[src/rtl/cabs_pkg.sv]
// types, constants and register indexes of the alarm buzzer sequencer
`timescale 1ns / 1ps
package cabs_pkg;

    // default command codes and timer width
    localparam int unsigned DEF_FAST_CODE  = 1;
    localparam int unsigned DEF_SLOW_CODE  = 2;
    localparam int unsigned DEF_STOP_CODE  = 3;
    localparam int unsigned DEF_TIME_WIDTH = 16;

    // field widths
    localparam int unsigned ID_W    = 29;
    localparam int unsigned LEN_W   = 4;
    localparam int unsigned MS_W    = 16;
    localparam int unsigned PULSE_W = 8;
    localparam int unsigned CODE_W  = 8;
    localparam int unsigned CFG_W   = 29;
    localparam int unsigned IDX_W   = 3;

    // request kinds
    localparam logic [1:0] KIND_TICK   = 2'd0;
    localparam logic [1:0] KIND_SWITCH = 2'd1;
    localparam logic [1:0] KIND_FRAME  = 2'd2;

    // register indexes
    localparam logic [IDX_W-1:0] REG_ALARM_ID     = 3'd0;
    localparam logic [IDX_W-1:0] REG_ALARM_LENGTH = 3'd1;
    localparam logic [IDX_W-1:0] REG_FAST_ON_MS   = 3'd2;
    localparam logic [IDX_W-1:0] REG_FAST_OFF_MS  = 3'd3;
    localparam logic [IDX_W-1:0] REG_FAST_PULSES  = 3'd4;
    localparam logic [IDX_W-1:0] REG_SLOW_ON_MS   = 3'd5;
    localparam logic [IDX_W-1:0] REG_SLOW_OFF_MS  = 3'd6;
    localparam logic [IDX_W-1:0] REG_SLOW_PULSES  = 3'd7;

    // register reset values
    localparam logic [ID_W-1:0]    RST_ALARM_ID     = 29'd256;
    localparam logic [LEN_W-1:0]   RST_ALARM_LENGTH = 4'd1;
    localparam logic [MS_W-1:0]    RST_FAST_ON_MS   = 16'd100;
    localparam logic [MS_W-1:0]    RST_FAST_OFF_MS  = 16'd100;
    localparam logic [PULSE_W-1:0] RST_FAST_PULSES  = 8'd10;
    localparam logic [MS_W-1:0]    RST_SLOW_ON_MS   = 16'd500;
    localparam logic [MS_W-1:0]    RST_SLOW_OFF_MS  = 16'd500;
    localparam logic [PULSE_W-1:0] RST_SLOW_PULSES  = 8'd5;

    localparam logic [PULSE_W-1:0] PULSE_MAX = 8'd255;

    typedef struct packed {
        logic [1:0]       kind;
        logic             switch_pressed;
        logic [ID_W-1:0]  frame_id;
        logic [LEN_W-1:0] frame_length;
        logic [7:0]       first_byte;
    } t_in_item;

    typedef struct packed {
        logic buzzer;
        logic green_led;
        logic red_led;
        logic yellow_led;
        logic pattern_running;
    } t_out_item;

    typedef struct packed {
        logic [ID_W-1:0]    alarm_id;
        logic [LEN_W-1:0]   alarm_length;
        logic [MS_W-1:0]    fast_on_ms;
        logic [MS_W-1:0]    fast_off_ms;
        logic [PULSE_W-1:0] fast_pulses;
        logic [MS_W-1:0]    slow_on_ms;
        logic [MS_W-1:0]    slow_off_ms;
        logic [PULSE_W-1:0] slow_pulses;
    } t_cfg;

endpackage

[src/rtl/can_alarm_buzzer_sequencer.sv]
// top level of the CAN alarm buzzer sequencer
//
//  channel   | valid         | stall         | payload
//  ----------+---------------+---------------+--------------
//  request   | i_in_valid    | o_in_stall    | i_in_item
//  result    | o_out_valid   | i_out_stall   | o_out_item
//  config    | i_cfg_we      | -             | i_cfg_index, i_cfg_data
//
// one request per cycle while the request side does not stall; a taken request
// passes through the input register, then through the single-pass update into
// the result register, from which its result is offered
// one result per request; the request side stalls only while the input register
// is full and the result register holds an untaken result
// synchronous active-low reset; no clearing pass
`timescale 1ns / 1ps
module can_alarm_buzzer_sequencer #(
    parameter int unsigned FAST_CODE  = cabs_pkg::DEF_FAST_CODE,
    parameter int unsigned SLOW_CODE  = cabs_pkg::DEF_SLOW_CODE,
    parameter int unsigned STOP_CODE  = cabs_pkg::DEF_STOP_CODE,
    parameter int unsigned TIME_WIDTH = cabs_pkg::DEF_TIME_WIDTH
) (
    input  logic                        i_clk,
    input  logic                        i_rst_n,
    input  logic                        i_in_valid,
    output logic                        o_in_stall,
    input  cabs_pkg::t_in_item          i_in_item,
    output logic                        o_out_valid,
    input  logic                        i_out_stall,
    output cabs_pkg::t_out_item         o_out_item,
    input  logic                        i_cfg_we,
    input  logic [cabs_pkg::IDX_W-1:0]  i_cfg_index,
    input  logic [cabs_pkg::CFG_W-1:0]  i_cfg_data
);
    import cabs_pkg::*;

    t_cfg      r_cfg;
    logic      r_in_valid;
    t_in_item  r_in_item;
    logic      r_out_valid;
    t_out_item r_out_item;
    t_out_item n_out_item;
    logic      fire;
    logic      in_take;

    // the stored request moves on when the result register is free or drains
    assign fire       = r_in_valid && (!r_out_valid || !i_out_stall);
    assign o_in_stall = r_in_valid && !fire;
    assign in_take    = i_in_valid && !o_in_stall;

    // configuration registers
    always_ff @(posedge i_clk) begin
        if (!i_rst_n) begin
            r_cfg.alarm_id     <= RST_ALARM_ID;
            r_cfg.alarm_length <= RST_ALARM_LENGTH;
            r_cfg.fast_on_ms   <= RST_FAST_ON_MS;
            r_cfg.fast_off_ms  <= RST_FAST_OFF_MS;
            r_cfg.fast_pulses  <= RST_FAST_PULSES;
            r_cfg.slow_on_ms   <= RST_SLOW_ON_MS;
            r_cfg.slow_off_ms  <= RST_SLOW_OFF_MS;
            r_cfg.slow_pulses  <= RST_SLOW_PULSES;
        end else if (i_cfg_we) begin
            case (i_cfg_index)
                REG_ALARM_ID:     r_cfg.alarm_id     <= i_cfg_data[ID_W-1:0];
                REG_ALARM_LENGTH: r_cfg.alarm_length <= i_cfg_data[LEN_W-1:0];
                REG_FAST_ON_MS:   r_cfg.fast_on_ms   <= i_cfg_data[MS_W-1:0];
                REG_FAST_OFF_MS:  r_cfg.fast_off_ms  <= i_cfg_data[MS_W-1:0];
                REG_FAST_PULSES:  r_cfg.fast_pulses  <= i_cfg_data[PULSE_W-1:0];
                REG_SLOW_ON_MS:   r_cfg.slow_on_ms   <= i_cfg_data[MS_W-1:0];
                REG_SLOW_OFF_MS:  r_cfg.slow_off_ms  <= i_cfg_data[MS_W-1:0];
                REG_SLOW_PULSES:  r_cfg.slow_pulses  <= i_cfg_data[PULSE_W-1:0];
                default: begin
                end
            endcase
        end
    end

    // input register
    always_ff @(posedge i_clk) begin
        if (!i_rst_n) begin
            r_in_valid <= 1'b0;
        end else if (in_take) begin
            r_in_valid <= 1'b1;
        end else if (fire) begin
            r_in_valid <= 1'b0;
        end
    end

    always_ff @(posedge i_clk) begin
        if (in_take) begin
            r_in_item <= i_in_item;
        end
    end

    // state and update logic
    cabs_core #(
        .FAST_CODE  (FAST_CODE),
        .SLOW_CODE  (SLOW_CODE),
        .STOP_CODE  (STOP_CODE),
        .TIME_WIDTH (TIME_WIDTH)
    ) u_core (
        .i_clk    (i_clk),
        .i_rst_n  (i_rst_n),
        .i_fire   (fire),
        .i_item   (r_in_item),
        .i_cfg    (r_cfg),
        .o_result (n_out_item)
    );

    // result register
    always_ff @(posedge i_clk) begin
        if (!i_rst_n) begin
            r_out_valid <= 1'b0;
        end else if (fire) begin
            r_out_valid <= 1'b1;
        end else if (!i_out_stall) begin
            r_out_valid <= 1'b0;
        end
    end

    always_ff @(posedge i_clk) begin
        if (fire) begin
            r_out_item <= n_out_item;
        end
    end

    assign o_out_valid = r_out_valid;
    assign o_out_item  = r_out_item;

endmodule

[src/rtl/cabs_core.sv]
// sequencer state and the single-pass update for one request
`timescale 1ns / 1ps
module cabs_core #(
    parameter int unsigned FAST_CODE  = cabs_pkg::DEF_FAST_CODE,
    parameter int unsigned SLOW_CODE  = cabs_pkg::DEF_SLOW_CODE,
    parameter int unsigned STOP_CODE  = cabs_pkg::DEF_STOP_CODE,
    parameter int unsigned TIME_WIDTH = cabs_pkg::DEF_TIME_WIDTH
) (
    input  logic                i_clk,
    input  logic                i_rst_n,
    input  logic                i_fire,
    input  cabs_pkg::t_in_item  i_item,
    input  cabs_pkg::t_cfg      i_cfg,
    output cabs_pkg::t_out_item o_result
);
    import cabs_pkg::*;

    localparam logic [CODE_W-1:0] C_FAST = CODE_W'(FAST_CODE);
    localparam logic [CODE_W-1:0] C_SLOW = CODE_W'(SLOW_CODE);
    localparam logic [CODE_W-1:0] C_STOP = CODE_W'(STOP_CODE);

    logic                  r_phase_on, n_phase_on;
    logic                  r_buzzer, n_buzzer;
    logic                  r_sound, n_sound;
    logic                  r_green, n_green;
    logic                  r_red, n_red;
    logic                  r_yellow, n_yellow;
    logic [PULSE_W-1:0]    r_pulse_cnt, n_pulse_cnt;
    logic [TIME_WIDTH-1:0] r_timer, n_timer;
    logic                  r_armed, n_armed;
    logic [TIME_WIDTH-1:0] r_on_ms, n_on_ms;
    logic [TIME_WIDTH-1:0] r_off_ms, n_off_ms;
    logic [PULSE_W-1:0]    r_pulses, n_pulses;

    logic do_step;
    logic do_stop;
    logic match;

    assign match = (i_item.frame_id == i_cfg.alarm_id)
                && (i_item.frame_length == i_cfg.alarm_length);

    // event decode, then the phase step on the updated state
    always_comb begin
        n_phase_on  = r_phase_on;
        n_buzzer    = r_buzzer;
        n_sound     = r_sound;
        n_green     = r_green;
        n_red       = r_red;
        n_yellow    = r_yellow;
        n_pulse_cnt = r_pulse_cnt;
        n_timer     = r_timer;
        n_armed     = r_armed;
        n_on_ms     = r_on_ms;
        n_off_ms    = r_off_ms;
        n_pulses    = r_pulses;
        do_step     = 1'b0;
        do_stop     = 1'b0;

        case (i_item.kind)
            KIND_TICK: begin
                if (r_armed) begin
                    if (r_timer <= TIME_WIDTH'(1)) begin
                        n_timer = '0;
                        n_armed = 1'b0;
                        do_step = 1'b1;
                    end else begin
                        n_timer = r_timer - TIME_WIDTH'(1);
                    end
                end
            end
            KIND_SWITCH: begin
                n_sound  = i_item.switch_pressed;
                n_yellow = i_item.switch_pressed;
            end
            KIND_FRAME: begin
                if (match) begin
                    n_green     = 1'b0;
                    n_red       = 1'b1;
                    n_pulse_cnt = '0;
                    n_phase_on  = 1'b0;
                    if (i_item.first_byte == C_FAST) begin
                        n_on_ms  = TIME_WIDTH'(i_cfg.fast_on_ms);
                        n_off_ms = TIME_WIDTH'(i_cfg.fast_off_ms);
                        n_pulses = i_cfg.fast_pulses;
                        do_step  = 1'b1;
                    end else if (i_item.first_byte == C_SLOW) begin
                        n_on_ms  = TIME_WIDTH'(i_cfg.slow_on_ms);
                        n_off_ms = TIME_WIDTH'(i_cfg.slow_off_ms);
                        n_pulses = i_cfg.slow_pulses;
                        do_step  = 1'b1;
                    end else if (i_item.first_byte == C_STOP) begin
                        do_stop = 1'b1;
                    end
                end
            end
            default: begin
            end
        endcase

        // phase step: on phase start or off phase start
        if (do_step) begin
            if (!n_phase_on) begin
                if (n_pulse_cnt != PULSE_MAX) begin
                    n_pulse_cnt = n_pulse_cnt + PULSE_W'(1);
                end
                if (n_pulse_cnt > n_pulses) begin
                    do_stop = 1'b1;
                end else begin
                    if (n_sound) begin
                        n_buzzer = 1'b1;
                    end
                    n_phase_on = 1'b1;
                    n_timer    = n_on_ms;
                    n_armed    = 1'b1;
                end
            end else begin
                n_buzzer   = 1'b0;
                n_phase_on = 1'b0;
                n_timer    = n_off_ms;
                n_armed    = 1'b1;
            end
        end

        // pattern stop returns the leds to idle
        if (do_stop) begin
            n_armed    = 1'b0;
            n_timer    = '0;
            n_green    = 1'b1;
            n_red      = 1'b0;
            n_buzzer   = 1'b0;
            n_phase_on = 1'b0;
        end
    end

    // result fields
    always_comb begin
        o_result.buzzer          = n_buzzer;
        o_result.green_led       = n_green;
        o_result.red_led         = n_red;
        o_result.yellow_led      = n_yellow;
        o_result.pattern_running = n_armed;
    end

    // state update
    always_ff @(posedge i_clk) begin
        if (!i_rst_n) begin
            r_phase_on  <= 1'b0;
            r_buzzer    <= 1'b0;
            r_sound     <= 1'b0;
            r_green     <= 1'b1;
            r_red       <= 1'b0;
            r_yellow    <= 1'b0;
            r_pulse_cnt <= '0;
            r_timer     <= '0;
            r_armed     <= 1'b0;
            r_on_ms     <= '0;
            r_off_ms    <= '0;
            r_pulses    <= '0;
        end else if (i_fire) begin
            r_phase_on  <= n_phase_on;
            r_buzzer    <= n_buzzer;
            r_sound     <= n_sound;
            r_green     <= n_green;
            r_red       <= n_red;
            r_yellow    <= n_yellow;
            r_pulse_cnt <= n_pulse_cnt;
            r_timer     <= n_timer;
            r_armed     <= n_armed;
            r_on_ms     <= n_on_ms;
            r_off_ms    <= n_off_ms;
            r_pulses    <= n_pulses;
        end
    end

endmodule

[config.mk]
export PLATFORM = sky130hd
export DESIGN_NAME = can_alarm_buzzer_sequencer
export DESIGN_NICKNAME = d
export VERILOG_FILES = /design/src/rtl/cabs_pkg.sv /design/src/rtl/can_alarm_buzzer_sequencer.sv /design/src/rtl/cabs_core.sv
export SDC_FILE = /design/constraint.sdc
export NUM_CORES = 1
export LEC_CHECK = 0
export ABC_CLOCK_PERIOD_IN_PS = 6240
export BUFFER_PORTS_ARGS = -buffer_cell sky130_fd_sc_hd__buf_2
export CAP_MARGIN = 20
export CORE_MARGIN = 8
export CORE_UTILIZATION = 55
export CTS_CLUSTER_SIZE = 14
export DETAILED_ROUTE_END_ITERATION = 12
export GPL_ROUTABILITY_DRIVEN = 0
export PLACE_DENSITY = 0.84
export REMOVE_ABC_BUFFERS = 1
export SYNTH_ARGS = -nofsm -noshare
export SYNTH_HDL_FRONTEND = slang
export SYNTH_SLANG_ARGS = --single-unit
[constraint.sdc]
create_clock -name i_clk -period 6.24 [get_ports i_clk]
set_input_delay 0.312 -clock i_clk [delete_from_list [all_inputs] [get_ports i_clk]]
set_output_delay 0.312 -clock i_clk [all_outputs]
set_load 0.01 [all_outputs]
==> impl_metrics.yaml <==
outcome:
  status: "finished clean"
layout:
  antenna_cells: 0
  final_nets: 1424
  area_delta_synth_final_pct: 16.71
  drive_gt1_frac: 0.1216
  final_cells: 1614
yosys:
  synth_xor_area_frac: 0.02426
  synth.mux.area_fraction: 0.005546
  ys_seq_area_frac: 0.4797
  synth_cell_types: 74
  yosys_warnings: 0
  netlist_area_sq_mm: 0.01083
  async_flop_share: 0
  synth_compound_area_frac: 0.2077
  avgSynthCellArea_sq_um: 8.740
  syn_inst: 1239
  ys_ff_latch: 235
  synthAdderAreaFrac: 0.01271
  synth_edf_count: 49
  ys.flop_type: "dfxtp_1"
  synth_top_family_by_area: "simple AND/OR/NAND/NOR gates"
  synth-simple-area-share: 0.2367
power_and_ir_drop:
  cellLeakagePower_uw: 0.005068
  p_clk_frac: 0.439
  switching_share: 0.2218
  powerDensity_mw_per_mm2: 253.1
  p_sw_uw: 709.6
  p_seq_frac: 0.503
  pwr-share-comb: 0.058
  p_int_uw: 2489
  irDropWorstVdd_mv: 0.2405
  fin_total_pwr_uw: 3198
sta:
  tightest_slew_ps: 1095
  fmax_mhz: 174.8
  maxSlewHeadroom: 0.2681
  finalClockSkew_ps: 10.69
  min_period_ps: 5720
  rsz0062_at_grt: "no"
  layout_setup_ws_ps: 520.1
  slew_violations: 0
  final-setup-viol-count: 0
  finalHoldViolations: 0
  tns_ps: 0
  finalCritPeriodShare: 0.9166
die:
  die_w_um: 156.3
  rows: 51
  core_area_sq_mm: 0.01940
  die_area_sq_mm: 0.02444
  start_util: 0.5582
  die_h_um: 156.3
  num_io_pins: 88
route:
  vias: 9683
  drt_first_pass_iters: 8
  wl_per_cell_um: 18.50
  drt_wl_total_um: 29860
  vias_per_cell: 5.999
  postRouteAntennaNets: 0
  drc_errors: 0
  initialDrtViolationCount: 1082
worst_setup_path:
  cp-startpoint: "r_in_item[42]"
  cp-endpoint: "u_core.r_timer[1]"
  critPathRequiredTime_ps: 6690
  crit_path_start_kind: "flop"
  crit_type: "flop to flop"
  timing.rr.start: "r_in_item[42]"
  end_kind: "flop"
  path_max_fanout: 13
  r2r_slack_ps: 520
  cp.arrival_ps: 6170
  ff2ff_path_depth: 22
  reg2reg_to: "u_core.r_timer[1]"
global_route:
  overflow: 0
  antenna_found_initial: 0
  grt_pass1_wl_um: 48340
  grt_pass1_vias: 9461
  grt_usage: 0.2420
  grt_start_max_net_pins: 90
cts:
  cts_buffers: 24
  clk_latency_ps: 520
  clock_path_buffers: 3
  cts.sinks: 235
  h-tree-depth: 1
  clk_pin_slew_ps: 60
  clock-root-buffer: "clkbuf_16"
  cts_tree: "yes"
placement:
  hpwl_um: 18830
  dpl_worst_slack_ps: 595.0
  dp_cells: 1527
  io_buffer_count: 87
hold_path:
  hold_class: "input port to flop"
run:
  drv_cap: 0
## cells in the mapped netlist, types with 24 or more instances
library cell  count  area share
nor3_1           24       0.011
edfxtp_1         49        0.14
clkbuf_1         65       0.023
o211a_1          34       0.031
a21boi_0         92       0.064
nor2_1           48       0.017
dfxtp_1         186        0.34
a21oi_1          24       0.011
nor2b_1          34       0.020
o22ai_1          44       0.025
o21ai_0          46       0.021
nand3_1          44       0.020
nand2_1         319        0.11
## power groups by stage
stage,Clock [uW],Combinational (uW),Sequential [uW]
detailed placement,0,158,1640
global route,1480,201,1610
finish,1400,186,1610
global placement,0,156,1640
CTS,1410,181,1610
floorplan,0,74.9,1640
## worst max-delay path, cell delays in order (launching register included)
cell      delay (ps)
edfxtp_1         420
nand2b_1         280
nor3_1           180
nand4_1          210
or4_1            740
nand2_1          160
inv_1             50
ha_1             210
and4_1           240
nand3_1          180
or3b_2           230
nor2_1            80
or2_2            300
ha_1             290
nor2b_1          140
o21ai_0          160
a21boi_0         150
o31a_1           430
o211a_1          300
a32oi_1          170
buf_4            170
and3_1           360
a32o_1           220
## worst min path at each step
stage / from / end / slack, ps / depth (start not counted)
floorplan: i_rst_n / r_cfg[80] / 370 / 1
CTS: i_in_valid / r_in_valid / 20 / 2
global route: i_cfg_data[18] / r_cfg[102] / 40 / 3
global placement: u_core.r_green / u_core.r_green / 440 / 2
finish: i_cfg_data[18] / r_cfg[102] / 40 / 3
detailed placement: u_core.r_green / u_core.r_green / 450 / 2
## repair_timing
| item | in CTS | in global routing |
|---|---|---|
| gates resized for setup | 0 | 0 |
| endpoints found under the hold margin | 44 | 0 |
| setup buffers | 0 | 0 |
| hold buffers | 44 | 0 |
## layout make-up
| cell class | instances | area, sq um |
|---|---|---|
| fillers | 1517 | 6760 |
| multi-input cells | 913 | 5303 |
| flip-flops and latches | 235 | 5195 |
| repair buffers | 148 | 1006 |
| clock buffers | 38 | 709.4 |
| well taps | 265 | 331.6 |
| clock inverters | 5 | 56.30 |
| inverters | 10 | 37.54 |
## layer usage
metal | part of all wire | vias up | track usage
li1 | - | 4563 | -
met1 | 0.40 | 4599 | 0.2939
met2 | 0.48 | 451 | 0.4154
met3 | 0.084 | 70 | 0.04771
met4 | 0.032 | 0 | 0.09336
met5 | 0 | - | 0
## flip-flops by register name (all words and copies together), names as in the netlist
| name | count |
|---|---|
| u_core.r_red | 1 |
| u_core.r_phase_on | 1 |
| u_core.r_yellow | 1 |
| u_core.r_pulses | 8 |
| u_core.r_timer | 16 |
| u_core.r_pulse_cnt | 8 |
| u_core.r_buzzer | 1 |
| o_out_item | 5 |
| u_core.r_sound | 1 |
| r_in_item | 44 |
| r_in_valid | 1 |
| r_cfg | 113 |
| o_out_valid | 1 |
| u_core.r_green | 1 |
| u_core.r_off_ms | 16 |
| u_core.r_armed | 1 |
| u_core.r_on_ms | 16 |
## cell usage in the layout (no fill, tap or decap), drive strengths merged, types with 5 or more instances in the layout
cell type and n:
a21boi 94, a21oi 26, a22oi 7, a32o 7, and2 13, buf 104
clkbuf 38, dfxtp 186, dlygate4sd3 44, edfxtp 49, ha 11, inv 11
mux2i 6, nand2 321, nand2b 8, nand3 44, nand4 8, nor2 50
nor2b 34, nor3 24, nor4 14, o211a 34, o211ai 5, o21ai 46
o21bai 5, o22ai 44, o2bb2ai 5, o31ai 6, or2 6, or3 7
or4 11, xnor2 8, xor2 22
## stage by stage
stage	hold WS (ps)	utilization	instance area (sq um)
after floorplan	373.9	-	10510
after global placement	444.9	0.5889	11420
after detailed placement	448.5	0.5893	11430
after CTS	19.92	0.6515	12640
after global routing	44.37	0.6515	12640
final	44.26	0.6515	12640
## kinds of logic (layout without fill, tap and decap cells)
group | Yosys count | count (layout)
simple gates | 555 | 555
compound gates | 311 | 311
flops | 235 | 235
buf+inv | 91 | 201
xor+xnor | 30 | 30
fa+ha+maj | 11 | 11
mux | 6 | 6
(Power assumes the default switching activity.)
